`src/rtl/percentile_histogram_stretch_core_macros.svh`:
```
// Assertion helpers for the stretch core
`ifndef PERCENTILE_HISTOGRAM_STRETCH_CORE_MACROS_SVH
`define PERCENTILE_HISTOGRAM_STRETCH_CORE_MACROS_SVH

// same-cycle implication
`define PHS_ASSERT_NOW(lbl, clk, rst_n, a, c, msg) \
    lbl: assert property (@(posedge clk) disable iff (!rst_n) (a) |-> (c)) else $error(msg);

// next-cycle implication
`define PHS_ASSERT_NEXT(lbl, clk, rst_n, a, c, msg) \
    lbl: assert property (@(posedge clk) disable iff (!rst_n) (a) |=> (c)) else $error(msg);

`endif

```
`src/rtl/phs_ram.sv`:
```
module phs_ram #(
    parameter int WIDTH = 8,
    parameter int DEPTH = 256
) (
    input  logic                     i_clk,
    input  logic                     i_we,
    input  logic [$clog2(DEPTH)-1:0] i_waddr,
    input  logic [WIDTH-1:0]         i_wdata,
    input  logic [$clog2(DEPTH)-1:0] i_raddr,
    output logic [WIDTH-1:0]         o_rdata
);
    logic [WIDTH-1:0] r_mem [DEPTH];

    always_ff @(posedge i_clk) begin
        if (i_we) begin
            r_mem[i_waddr] <= i_wdata;
        end
        o_rdata <= r_mem[i_raddr];
    end
endmodule

```
`config.mk`:
```
export PLATFORM = sky130hd
export DESIGN_NAME = phs_ram
export DESIGN_NICKNAME = d
export VERILOG_FILES = /design/src/rtl/percentile_histogram_stretch_core_macros.svh /design/src/rtl/phs_ram.sv
export SDC_FILE = /design/constraint.sdc
export NUM_CORES = 2
export LEC_CHECK = 0
export BUFFER_PORTS_ARGS = -buffer_cell sky130_fd_sc_hd__buf_2
export CELL_PAD_IN_SITES_DETAIL_PLACEMENT = 0
export CELL_PAD_IN_SITES_GLOBAL_PLACEMENT = 1
export CORE_MARGIN = 3
export CORE_UTILIZATION = 50
export DETAILED_ROUTE_END_ITERATION = 8
export GPL_TIMING_DRIVEN = 0
export PLACE_DENSITY = 0.79
export SETUP_SLACK_MARGIN = 0.02
export SYNTH_ARGS = -nofsm -noshare
export SYNTH_HDL_FRONTEND = slang
export SYNTH_SLANG_ARGS = --single-unit
export TNS_END_PERCENT = 5
```
`constraint.sdc`:
```
create_clock -name i_clk -period 4.1 [get_ports i_clk]
set_input_delay 0.82 -clock i_clk [delete_from_list [all_inputs] [get_ports i_clk]]
set_output_delay 0.82 -clock i_clk [all_outputs]
set_load 0.005 [all_outputs]
```
# Word level (Yosys, flattened, before mapping)
# Memories as Yosys holds them, arrays and structs flattened. A register that Yosys moved wholly into a read port is not among the register bits.
# Cells that the tools add are included.
# totals
ramBits,2048
output_inout_bits,8
reg_bits,0
mem_count,1
input_bits,26
# op_classes
muxes,2
# mem_list
memory,depth,width,read_ports,rd_ports_with_merged_regs,wr,line_no,text
r_mem,256,8,1,1,1,phs_ram.sv:12,logic [WIDTH-1:0] r_mem [DEPTH];
# op_table
cell,count
1-bit 2-to-1 mux,2

# Longest topological paths before layout
# depth
ltp_word,2
ltp_mapped,11

# Worst setup path after synthesis
# Ideal clock, no wire load.
# synth_path
path_type,input to register
startpoint,input port i_raddr[0]
endpoint,"register o_rdata[2], read port of r_mem"
n_path_buf,4
path_stages,9
t_arrival_ns,2.627
slack_ns,1.342
required_time_ns,3.969
path_cell_list,buf_6 > buf_12 > buf_8 > buf_2 > mux4_2 > a22oi_1 > a21oi_1 > nor4_1 > nor4_2
# synth_lines
element,line_no,text
from (decl),phs_ram.sv:9,"input logic [$clog2(DEPTH)-1:0] i_raddr,"
to (decl),phs_ram.sv:10,output logic [WIDTH-1:0] o_rdata

==> flow_summary.json <==
{
  "dp_worst_setup_slack_ps": -1510,
  "status": "finished, violations left",
  "groute.layer.met1.usage_pct": 38.5,
  "synth.most_common_cell": "sky130_fd_sc_hd__edfxtp_1",
  "clkSlewWorstSetupHoldPaths_ps": 60,
  "worst-endpoint-required_ps": 4740,
  "syn2layout_area_growth_pct": 12.2,
  "grt_util_met2_pct": 42.2,
  "global_route.peak_usage_layer": "met2",
  "setup_repair_after_global_routing_missed_its_margin": "true",
  "grt_start_max_net_pins": 157,
  "die_area_um2": 164000,
  "async_flop_share_pct": 0,
  "synth_largest_area_cell": "sky130_fd_sc_hd__edfxtp_1",
  "synth-main-ff-cell": "sky130_fd_sc_hd__edfxtp_1",
  "gpl.final_weighted_congestion": 1.02,
  "io_buffers": 26,
  "total_cts_buffers": 200,
  "num_rows": 145,
  "synth.lib_cells_used.distinct": 55,
  "hpwlAfterDp_um": 154000,
  "synth_cells": 3733,
  "worst_slew_pin_slew_ps": 1460,
  "cts_max_level": 4,
  "synth.top_cell.area_share_pct": 77.3,
  "dieHeight_um": 405,
  "avgSynthCellArea_um2": 21.3,
  "endpoint_kind_of_the_worst_setup_timing_path": "register",
  "failed_checks": "setup timing",
  "clock_sink_count": 2056,
  "critPathKind": "input pin to register",
  "maxCapViolations": 0,
  "first_global_vias": 40900,
  "whs_ps": 446,
  "synth.top_cells.by_area": "sky130_fd_sc_hd__edfxtp_1 77%, sky130_fd_sc_hd__mux4_2 13%, sky130_fd_sc_hd__mux2i_1 1.7%",
  "final_design_area_no_fill_um2": 89200,
  "cts_resized": 20,
  "worstSkewPairLatency_ps": 860,
  "class_of_the_tightest_hold_or_removal_check": "input pin to register",
  "core_area_um2": 157000,
  "design.portCount": 34,
  "synthesis.yosys.warnings": 0,
  "syn-cell-area_um2": 79600,
  "number_of_antenna_violations_at_the_first_check_in_global_routing": 13,
  "buffers_inserted_during_post_cts_setup_optimization": 0,
  "synth.ff_latch_count": 2056,
  "synth_enable_flop_cells": 2048,
  "start_util_pct": 50.6,
  "finalWorstSetupSlack_ps": -366,
  "crit_fanout": 11,
  "synth_common_cells": "2,048 x sky130_fd_sc_hd__edfxtp_1, 454 x sky130_fd_sc_hd__mux4_2, 282 x sky130_fd_sc_hd__nor2_1",
  "power-per-cell-area_nw_per_um2": 491,
  "ys_seq_area_share_pct": 77.5,
  "p_leak_nw": 27.5,
  "track_usage_pct": 28.8,
  "worst_skew_ps": 22.8,
  "area_post_placement_um2": 82700,
  "worstSetupStartpointType": "input pin",
  "setup_viol_count_final": 7,
  "max-vdd-ir-drop_mv": 0.503,
  "ant_nets": 0,
  "die-width_um": 405,
  "design.final.nets": 4000,
  "timing.final.crit_period_ps": 4470,
  "fill_cells": 11400,
  "synth_fp_nets": 3759,
  "report.final.hold_viol_count": 0,
  "ctsLongestPathBuffers": 3,
  "final_core_utilization_pct": 56.8,
  "drive_above_1_share_pct": 22.3,
  "cp_data_arrival_time_ps": 5100,
  "post-layout-total-power_mw": 43.9,
  "num_vias": 42200,
  "max_freq_mhz": 224,
  "via_per_inst": 6.79,
  "drt-wirelength-per-cell_um": 37.8,
  "first_pass_grt_wire_length_um": 322000,
  "cts-hold-fix-buffers": 0,
  "clock_tree.root_cell": "sky130_fd_sc_hd__clkbuf_16",
  "cts_tree": "built",
  "routed_wl_um": 234000,
  "grt_remaining_overflow": 0,
  "drtIter0Drc": 7368,
  "max_slew_margin_pct": 3.00,
  "slew_violations": 0,
  "timing.final.crit_share_pct": 109,
  "globalRouteMet3Util_pct": 9.79,
  "drt_first_pass_iters": 6,
  "remaining_drc_errors": 0
}
-- cell type report --
class | instances | area, um2 | share of cell area (%)
clock buffer | 256 | 5250 | 5.88
buffer | 233 | 1520 | 1.70
inverter | 2 | 7.51 | 0.00841
multi-input combinational | 1442 | 16500 | 18.5
antenna | 7 | 17.5 | 0.0196
sequential | 2056 | 61700 | 69.1
timing repair buffer | 39 | 505 | 0.566
tap | 2058 | 2570 | 2.89
clock inverter | 111 | 1180 | 1.32
-- per-stage QoR --
step	cells	setup TNS (ps)
3_3_place_gp	5817	-1962070
3_5_place_dp	5830	-125600
2_1_floorplan	3733	0
5_1_grt	6198	-329
4_1_cts	6197	-93.0
6_report	6204	-1260
-- cell families (layout without fill, tap and decap cells) --
kind of cell,after synthesis,in the layout,share of synthesized area [%]
muxes,591,591,14.6
and+or+nand+nor,466,466,2.63
other,0,7,0
buffers and inverters,235,641,1.83
DFF,2056,2056,77.5
AOI/OAI and AO/OA,385,385,3.42
-- where the power goes --
group / switching [mW] / internal [mW] / total (mW)
logic: 1.74 / 0.753 / 2.49
registers: 0.0148 / 23.2 / 23.2
clock network: 8.01 / 10.2 / 18.2
-- state kept, by name (all words and copies together), names as in the netlist --
register	count
o_rdata	8
r_mem	2048
-- cell usage in the layout (no fill, tap or decap), drive strengths merged, types with 7 or more instances in the layout --
master,n
a211oi,16
a21oi,96
a221oi,14
a22o,8
a22oi,133
buf,158
bufinv,17
clkbuf,365
clkinv,86
dfxtp,8
diode,7
edfxtp,2048
mux2i,134
mux4,456
nand2,33
nand2b,8
nand3,34
nand4,10
nor2,282
nor2b,31
nor3,22
nor4,27
o211ai,10
o21ai,12
o221ai,47
o22ai,28
-- final timing paths --
path | depth (start not counted) | slack, ps | start | end
worst min register to register | 6 | 1400 | r_mem[104][2]$_DFFE_PP_ | o_rdata[2]$_DFF_P_
worst max-delay path | 8 | -370 | i_raddr[3] | o_rdata[4]$_DFF_P_
worst max register to register | 6 | 580 | r_mem[208][3]$_DFFE_PP_ | o_rdata[3]$_DFF_P_
worst min-delay path | 1 | 450 | i_wdata[6] | r_mem[82][6]$_DFFE_PP_
-- routing by layer --
| metal | up-vias | part of all wire (%) |
|---|---|---|
| met1 | 22000 | 35 |
| met4 | 4 | 5.8 |
| li1 | 16200 | - |
| met3 | 590 | 14 |
| met5 | - | 0.0098 |
| met2 | 3404 | 45 |
-- worst max-delay path, stage by stage --
cell                              delay [ps]
sky130_fd_sc_hd__buf_2                   180
sky130_fd_sc_hd__clkbuf_1                850
sky130_fd_sc_hd__or2_2                   240
sky130_fd_sc_hd__buf_1                   510
sky130_fd_sc_hd__clkdlybuf4s15_1         860
sky130_fd_sc_hd__a21oi_1                 300
sky130_fd_sc_hd__nor4_1                 1010
sky130_fd_sc_hd__nor4_2                  280
No activity file was read; power rests on OpenSTA's default activity.
