--- config.mk ---
export PLATFORM = sky130hd
export DESIGN_NAME = phs_div
export DESIGN_NICKNAME = d
export VERILOG_FILES = /design/src/rtl/percentile_histogram_stretch_core_macros.svh /design/src/rtl/phs_pkg.sv /design/src/rtl/phs_div.sv
export SDC_FILE = /design/constraint.sdc
export NUM_CORES = 1
export LEC_CHECK = 0
export BUFFER_PORTS_ARGS = -buffer_cell sky130_fd_sc_hd__buf_2
export CORE_UTILIZATION = 50
export DETAILED_ROUTE_END_ITERATION = 12
export PLACE_DENSITY = 0.84
export SLEW_MARGIN = 20
export SYNTH_ARGS = -nofsm -noshare
export SYNTH_HDL_FRONTEND = slang
export SYNTH_SLANG_ARGS = --single-unit
--- constraint.sdc ---
create_clock -name i_clk -period 5.2 [get_ports i_clk]
set_clock_uncertainty 0.15 [all_clocks]
set_input_delay 1.3 -clock i_clk [delete_from_list [all_inputs] [get_ports i_clk]]
set_output_delay 1.3 -clock i_clk [all_outputs]
set_load 0.005 [all_outputs]
--- src/rtl/percentile_histogram_stretch_core_macros.svh ---
// Assertion helpers for the stretch core
`ifndef PERCENTILE_HISTOGRAM_STRETCH_CORE_MACROS_SVH
`define PERCENTILE_HISTOGRAM_STRETCH_CORE_MACROS_SVH

// same-cycle implication
`define PHS_ASSERT_NOW(lbl, clk, rst_n, a, c, msg) \
    lbl: assert property (@(posedge clk) disable iff (!rst_n) (a) |-> (c)) else $error(msg);

// next-cycle implication
`define PHS_ASSERT_NEXT(lbl, clk, rst_n, a, c, msg) \
    lbl: assert property (@(posedge clk) disable iff (!rst_n) (a) |=> (c)) else $error(msg);

`endif

--- src/rtl/phs_pkg.sv ---
package phs_pkg;
    localparam int MAX_PIXELS_DEF = 4194304;
    localparam int BINS           = 256;
    localparam int PCT_W          = 13;
    localparam logic [PCT_W-1:0] PCT_CAP   = 13'd5000;
    localparam logic [PCT_W-1:0] PCT_RESET = 13'd100;
    localparam int PCT_SCALE      = 10000;
    localparam int NCH            = 3;

    typedef struct packed {
        logic       busy;
        logic [7:0] q;
        logic [7:0] r;
    } t_div_out;
endpackage

--- src/rtl/phs_div.sv ---
module phs_div (
    input  logic                 i_clk,
    input  logic                 i_rst_n,
    input  logic                 i_start,
    input  logic [15:0]          i_num,
    input  logic [7:0]           i_den,
    output phs_pkg::t_div_out    o_res
);
    import phs_pkg::*;

    logic [7:0]  r_rem;
    logic [15:0] r_quo;
    logic [7:0]  r_den;
    logic [3:0]  r_cnt;
    logic        r_busy;
    logic [8:0]  n_sh;

    // restoring division, one quotient bit per cycle
    assign n_sh = {r_rem, r_quo[15]};

    always_ff @(posedge i_clk) begin
        if (!i_rst_n) begin
            r_busy <= 1'b0;
            r_cnt  <= '0;
        end else if (i_start) begin
            r_busy <= 1'b1;
            r_cnt  <= '0;
            r_rem  <= '0;
            r_quo  <= i_num;
            r_den  <= i_den;
        end else if (r_busy) begin
            if (n_sh >= {1'b0, r_den}) begin
                r_rem <= 8'(n_sh - {1'b0, r_den});
                r_quo <= {r_quo[14:0], 1'b1};
            end else begin
                r_rem <= n_sh[7:0];
                r_quo <= {r_quo[14:0], 1'b0};
            end
            r_cnt <= r_cnt + 4'd1;
            if (r_cnt == 4'd15) begin
                r_busy <= 1'b0;
            end
        end
    end

    assign o_res.busy = r_busy;
    assign o_res.q    = r_quo[7:0];
    assign o_res.r    = r_rem;
endmodule

* Word-level counts from Yosys, hierarchy flattened
Cells that the tools add are included.
** Cells by class
- $lt $le $gt $ge :: 1
- Mux-type cells :: 8
- Bitwise gates (word level) :: 1
- Add/subtract/negate cells :: 2
- Reduce and logical (&&, ||, !) cells :: 4
- Eq/ne operators :: 1
** Operators with widths (number)
- 16-bit 2-to-1 mux :: 2
- 8-bit 2-to-1 mux :: 2
- 9-bit by 8-bit greater-or-equal comparator with 1-bit output :: 1
- 8-bit subtractor :: 1
- 4-bit by 1-bit adder with 4-bit output, second input constant :: 1
- 4-bit equality test, second input constant :: 1
- 1-bit 2-to-1 mux :: 4
- 2-bit AND reduction :: 2
- 2-bit nonzero test :: 1
- 2-bit OR reduction :: 1
- 1-bit NOT :: 1
** Storage, ports and cells
- Input port bits :: 27
- Logic and storage cells :: 22
- Output and inout port bits :: 17
- Bits in registers :: 37

* Logic depth before layout (Yosys ltp)
- Word-level depth :: 4
- Mapped depth :: 8
- Gate-level depth less buffers :: 8

* Worst setup path before layout
No wires, ideal clock.
- Path kind :: input -> register
- Start point :: in i_start
- End point :: reg r_quo[0], enable pin
- Stages :: 2
- Required time :: 4668 ps
- Slack :: 2614 ps
- Arrival time :: 2054 ps
- Cells stage by stage :: clkbuf_8 o21a_1
** Between the ends
- Longest elaborated chain between the ends :: 2
** Ends and longest elaborated chain
- start, declared :: line phs_div.sv:4 : input logic i_start,
- 2-bit nonzero test (no source line)
- 2-bit AND reduction (no source line)
- end signal, assigned :: line phs_div.sv:29 : r_quo <= i_num;
- end signal, assigned :: line phs_div.sv:34 : r_quo <= {r_quo[14:0], 1'b1};
- end signal, assigned :: line phs_div.sv:37 : r_quo <= {r_quo[14:0], 1'b0};
- end, declared :: line phs_div.sv:12 : logic [15:0] r_quo;
Every way passes these cells.
A chain may end at the register's enable or synchronous reset.

* Final worst setup path
- Start point :: in i_start
- End point :: reg r_rem[2], enable pin
** Between the ends
- Longest elaborated chain between the ends :: 2
** Ends and longest elaborated chain
- 2-bit nonzero test (no source line)
- 2-bit AND reduction (no source line)
- end signal, assigned :: line phs_div.sv:33 : r_rem <= 8'(n_sh - {1'b0, r_den});
- end signal, assigned :: line phs_div.sv:36 : r_rem <= n_sh[7:0];
- end, declared :: line phs_div.sv:11 : logic [7:0] r_rem;
Every way passes these cells.

==> results.yml <==
run_status:
  status: "finished clean"
global_route:
  grt_pass1_wl_mm: 5.699
  grt_use_total: 0.1780
  grt_antenna_before_repair: 0
  grt_pass1_vias: 1273
  grt_max_degree: 29
  grt_overflow: 0
sta:
  tightest_slew_ps: 1031
  holdWs_ps: 374.8
  rsz0062_at_grt: "false"
  slew_violations: 0
  relSlewSlack: 0.3126
  min_period_ps: 2863
  setup_tns_ps: 0
  fmax_ghz: 0.3493
  hold_viol_final: 0
  setup_viol: 0
  fin_crit_sh: 0.5506
power_and_ir_drop:
  leakage_nw: 0.9267
  power_mw: 0.7121
  worst_ir_drop_vdd_mv: 0.2434
  p_per_area_nw_per_um2: 307.8
cells_and_area:
  nFillCells: 309
  seqCellArea_um2: 1061
  area_delta_synth_final_pct: 13.16
  drive_gt1_frac: 0.3781
  multiInputGateArea_um2: 853.3
  final_nets: 237
  instances_no_fill: 249
  antennaDiodeCount: 0
clock_network:
  insertion_delay_ps: 290
  cts_tree: "yes"
  cts_sinks: 37
  cts.path.max_buffers: 2
  clk_pin_slew_ps: 60
  htreeDepth: 2
  ctsHoldBuffers: 0
  cts_setup_buffers: 0
  cts_root_buf: "clkbuf_8"
  numCtsBuffers: 5
  cts_resized: 0
routing:
  wl_met3_um: 256
  drcViolationCount: 0
  dr.pass1.iters: 4
  via_count: 1377
  wl_met1_mm: 1.588
  viasPerCell: 5.530
  wl_per_cell_um: 14.04
  ant_nets: 0
  wl_met2_mm: 1.563
  routed_wl_mm: 3.495
  drt_iter0_drc: 80
  routed.top_layer: "met4"
floorplanning:
  dieArea_um2: 4349
  die_y_um: 65.95
  dieWidth_um: 65.95
  std_cell_rows: 22
  io_pins: 44
  start_util: 0.5382
  coreArea_um2: 3799
yosys:
  netlist.area_leader.share: 0.4700
  yosys-top-cells-area: "edfxtp_1 47%, mux2_2 8.8%, ha_1 5.5%"
  synth_largest_area_cell: "edfxtp_1"
  synth-edff-count: 32
  synthMuxAreaShare: 0.09302
  syn-num-nets: 199
  synthAdderAreaFrac: 0.06487
  synthXorXnorAreaFrac: 0.01714
  yosys_warnings: 0
  synth_compound_area_frac: 0.1377
  synthArstFlopShare: 0
  synthesis.area_um2: 2044
  ys_ff_latch: 37
  synth_commonest_cells: "32 x edfxtp_1, 16 x mux2_2"
  synth_ff_type: "edfxtp_1"
  synth.most_common_cell: "edfxtp_1"
  postSynthAreaPerCell_um2: 12.62
  synth_cell_types: 48
  synthSimpleGateAreaFrac: 0.1047
  ys_seq_area_frac: 0.5190
  netlist_instances: 162
  synth_top_family_by_area: "compound AO/OA/AOI/OAI gates"
setup_path:
  start_kind: "input port"
  worstPathArrival_ps: 2620
  critPathKind: "input port to flip-flop"
  cp_num_buf_inv: 1
  cp.required_ps: 4960
  cpMaxStageDelayCell: "o21a_1"
  cp-end-kind: "flip-flop"
  cp_top_family: "compound AO/OA/AOI/OAI gates"
  critPathMaxFanout: 28
  cp_slowest_stage_delay_ps: 870
  cp_cell_sequence: "buf_2 -> o21a_1"
flow_run:
  cap_violations: 0
place:
  dp_hpwl_mm: 2.495
  placed_cells: 241
  gp_congestion: 0.8522
  port_buffers: 43
min_path:
  hold_class: "flip-flop to flip-flop"
flip-flops by register name, summed over array words and instances (netlist names):
signal  count
r_quo      16
r_busy      1
r_rem       8
r_den       8
r_cnt       4
placed cells by master, fill, tap and decap left out, types with 2 or more instances in the layout:
| cell type | instances |
|---|---|
| o211ai_1 | 2 |
| a21oi_1 | 9 |
| xnor2_1 | 2 |
| o21ai_1 | 3 |
| and2_1 | 2 |
| nor2_1 | 7 |
| edfxtp_1 | 32 |
| buf_2 | 43 |
| ha_1 | 9 |
| nor3_1 | 4 |
| inv_1 | 9 |
| nor2b_1 | 3 |
| clkbuf_8 | 6 |
| nand3_1 | 6 |
| o21ai_0 | 3 |
| clkbuf_1 | 2 |
| xor2_1 | 2 |
| o21a_1 | 3 |
| a211oi_1 | 4 |
| nand2_1 | 3 |
| mux2_2 | 16 |
| and3_1 | 2 |
| dfxtp_1 | 5 |
power breakdown:
| group | switching (mW) | total [mW] | internal (mW) |
|---|---|---|---|
| registers | 0.0124 | 0.362 | 0.350 |
| logic | 0.0785 | 0.150 | 0.0717 |
| clock network | 0.0918 | 0.200 | 0.108 |
stage by stage:
step / setup slack, ps / utilization / instance area, µm²
after global placement: 2056 / 0.5853 / 2223
final: 2337 / 0.6090 / 2313
after detailed placement: 2044 / 0.5853 / 2223
after floorplan: 2614 / - / 2044
after CTS: 2329 / 0.6090 / 2313
after global routing: 2200 / 0.6090 / 2313
cells by family (layout without fill, tap and decap cells):
kind of cell | after synthesis | count (layout)
AOI/OAI and AO/OA | 36 | 36
xor gates and xnor gates | 4 | 4
adders and majority gates | 10 | 10
buffers and inverters | 21 | 60
DFF | 37 | 37
muxes | 17 | 17
and+or+nand+nor | 37 | 37
routing by layer:
metal,track usage,vias to the layer above
met5,0,-
met4,0.09574,0
met3,0.04828,8
met2,0.2666,48
met1,0.2334,643
li1,-,678
layout make-up:
cell class	instances	share of cell area
Clock buffer	8	0.03894
Sequential cell	37	0.4586
Timing Repair Buffer	43	0.09302
Inverter	9	0.01460
Tap cell	48	0.02596
Multi-Input combinational cell	104	0.3688
path summary, 6_finish.rpt:
check                start        to  slack (ps)  cells after the start
setup / recovery   i_start  r_rem[2]        2340                      2
hold reg to reg   r_cnt[3]  r_cnt[3]         370                      2
hold / removal    r_cnt[3]  r_cnt[3]         370                      2
setup reg to reg  r_rem[3]  r_quo[0]        2850                      5
(Power assumes the default switching activity.)
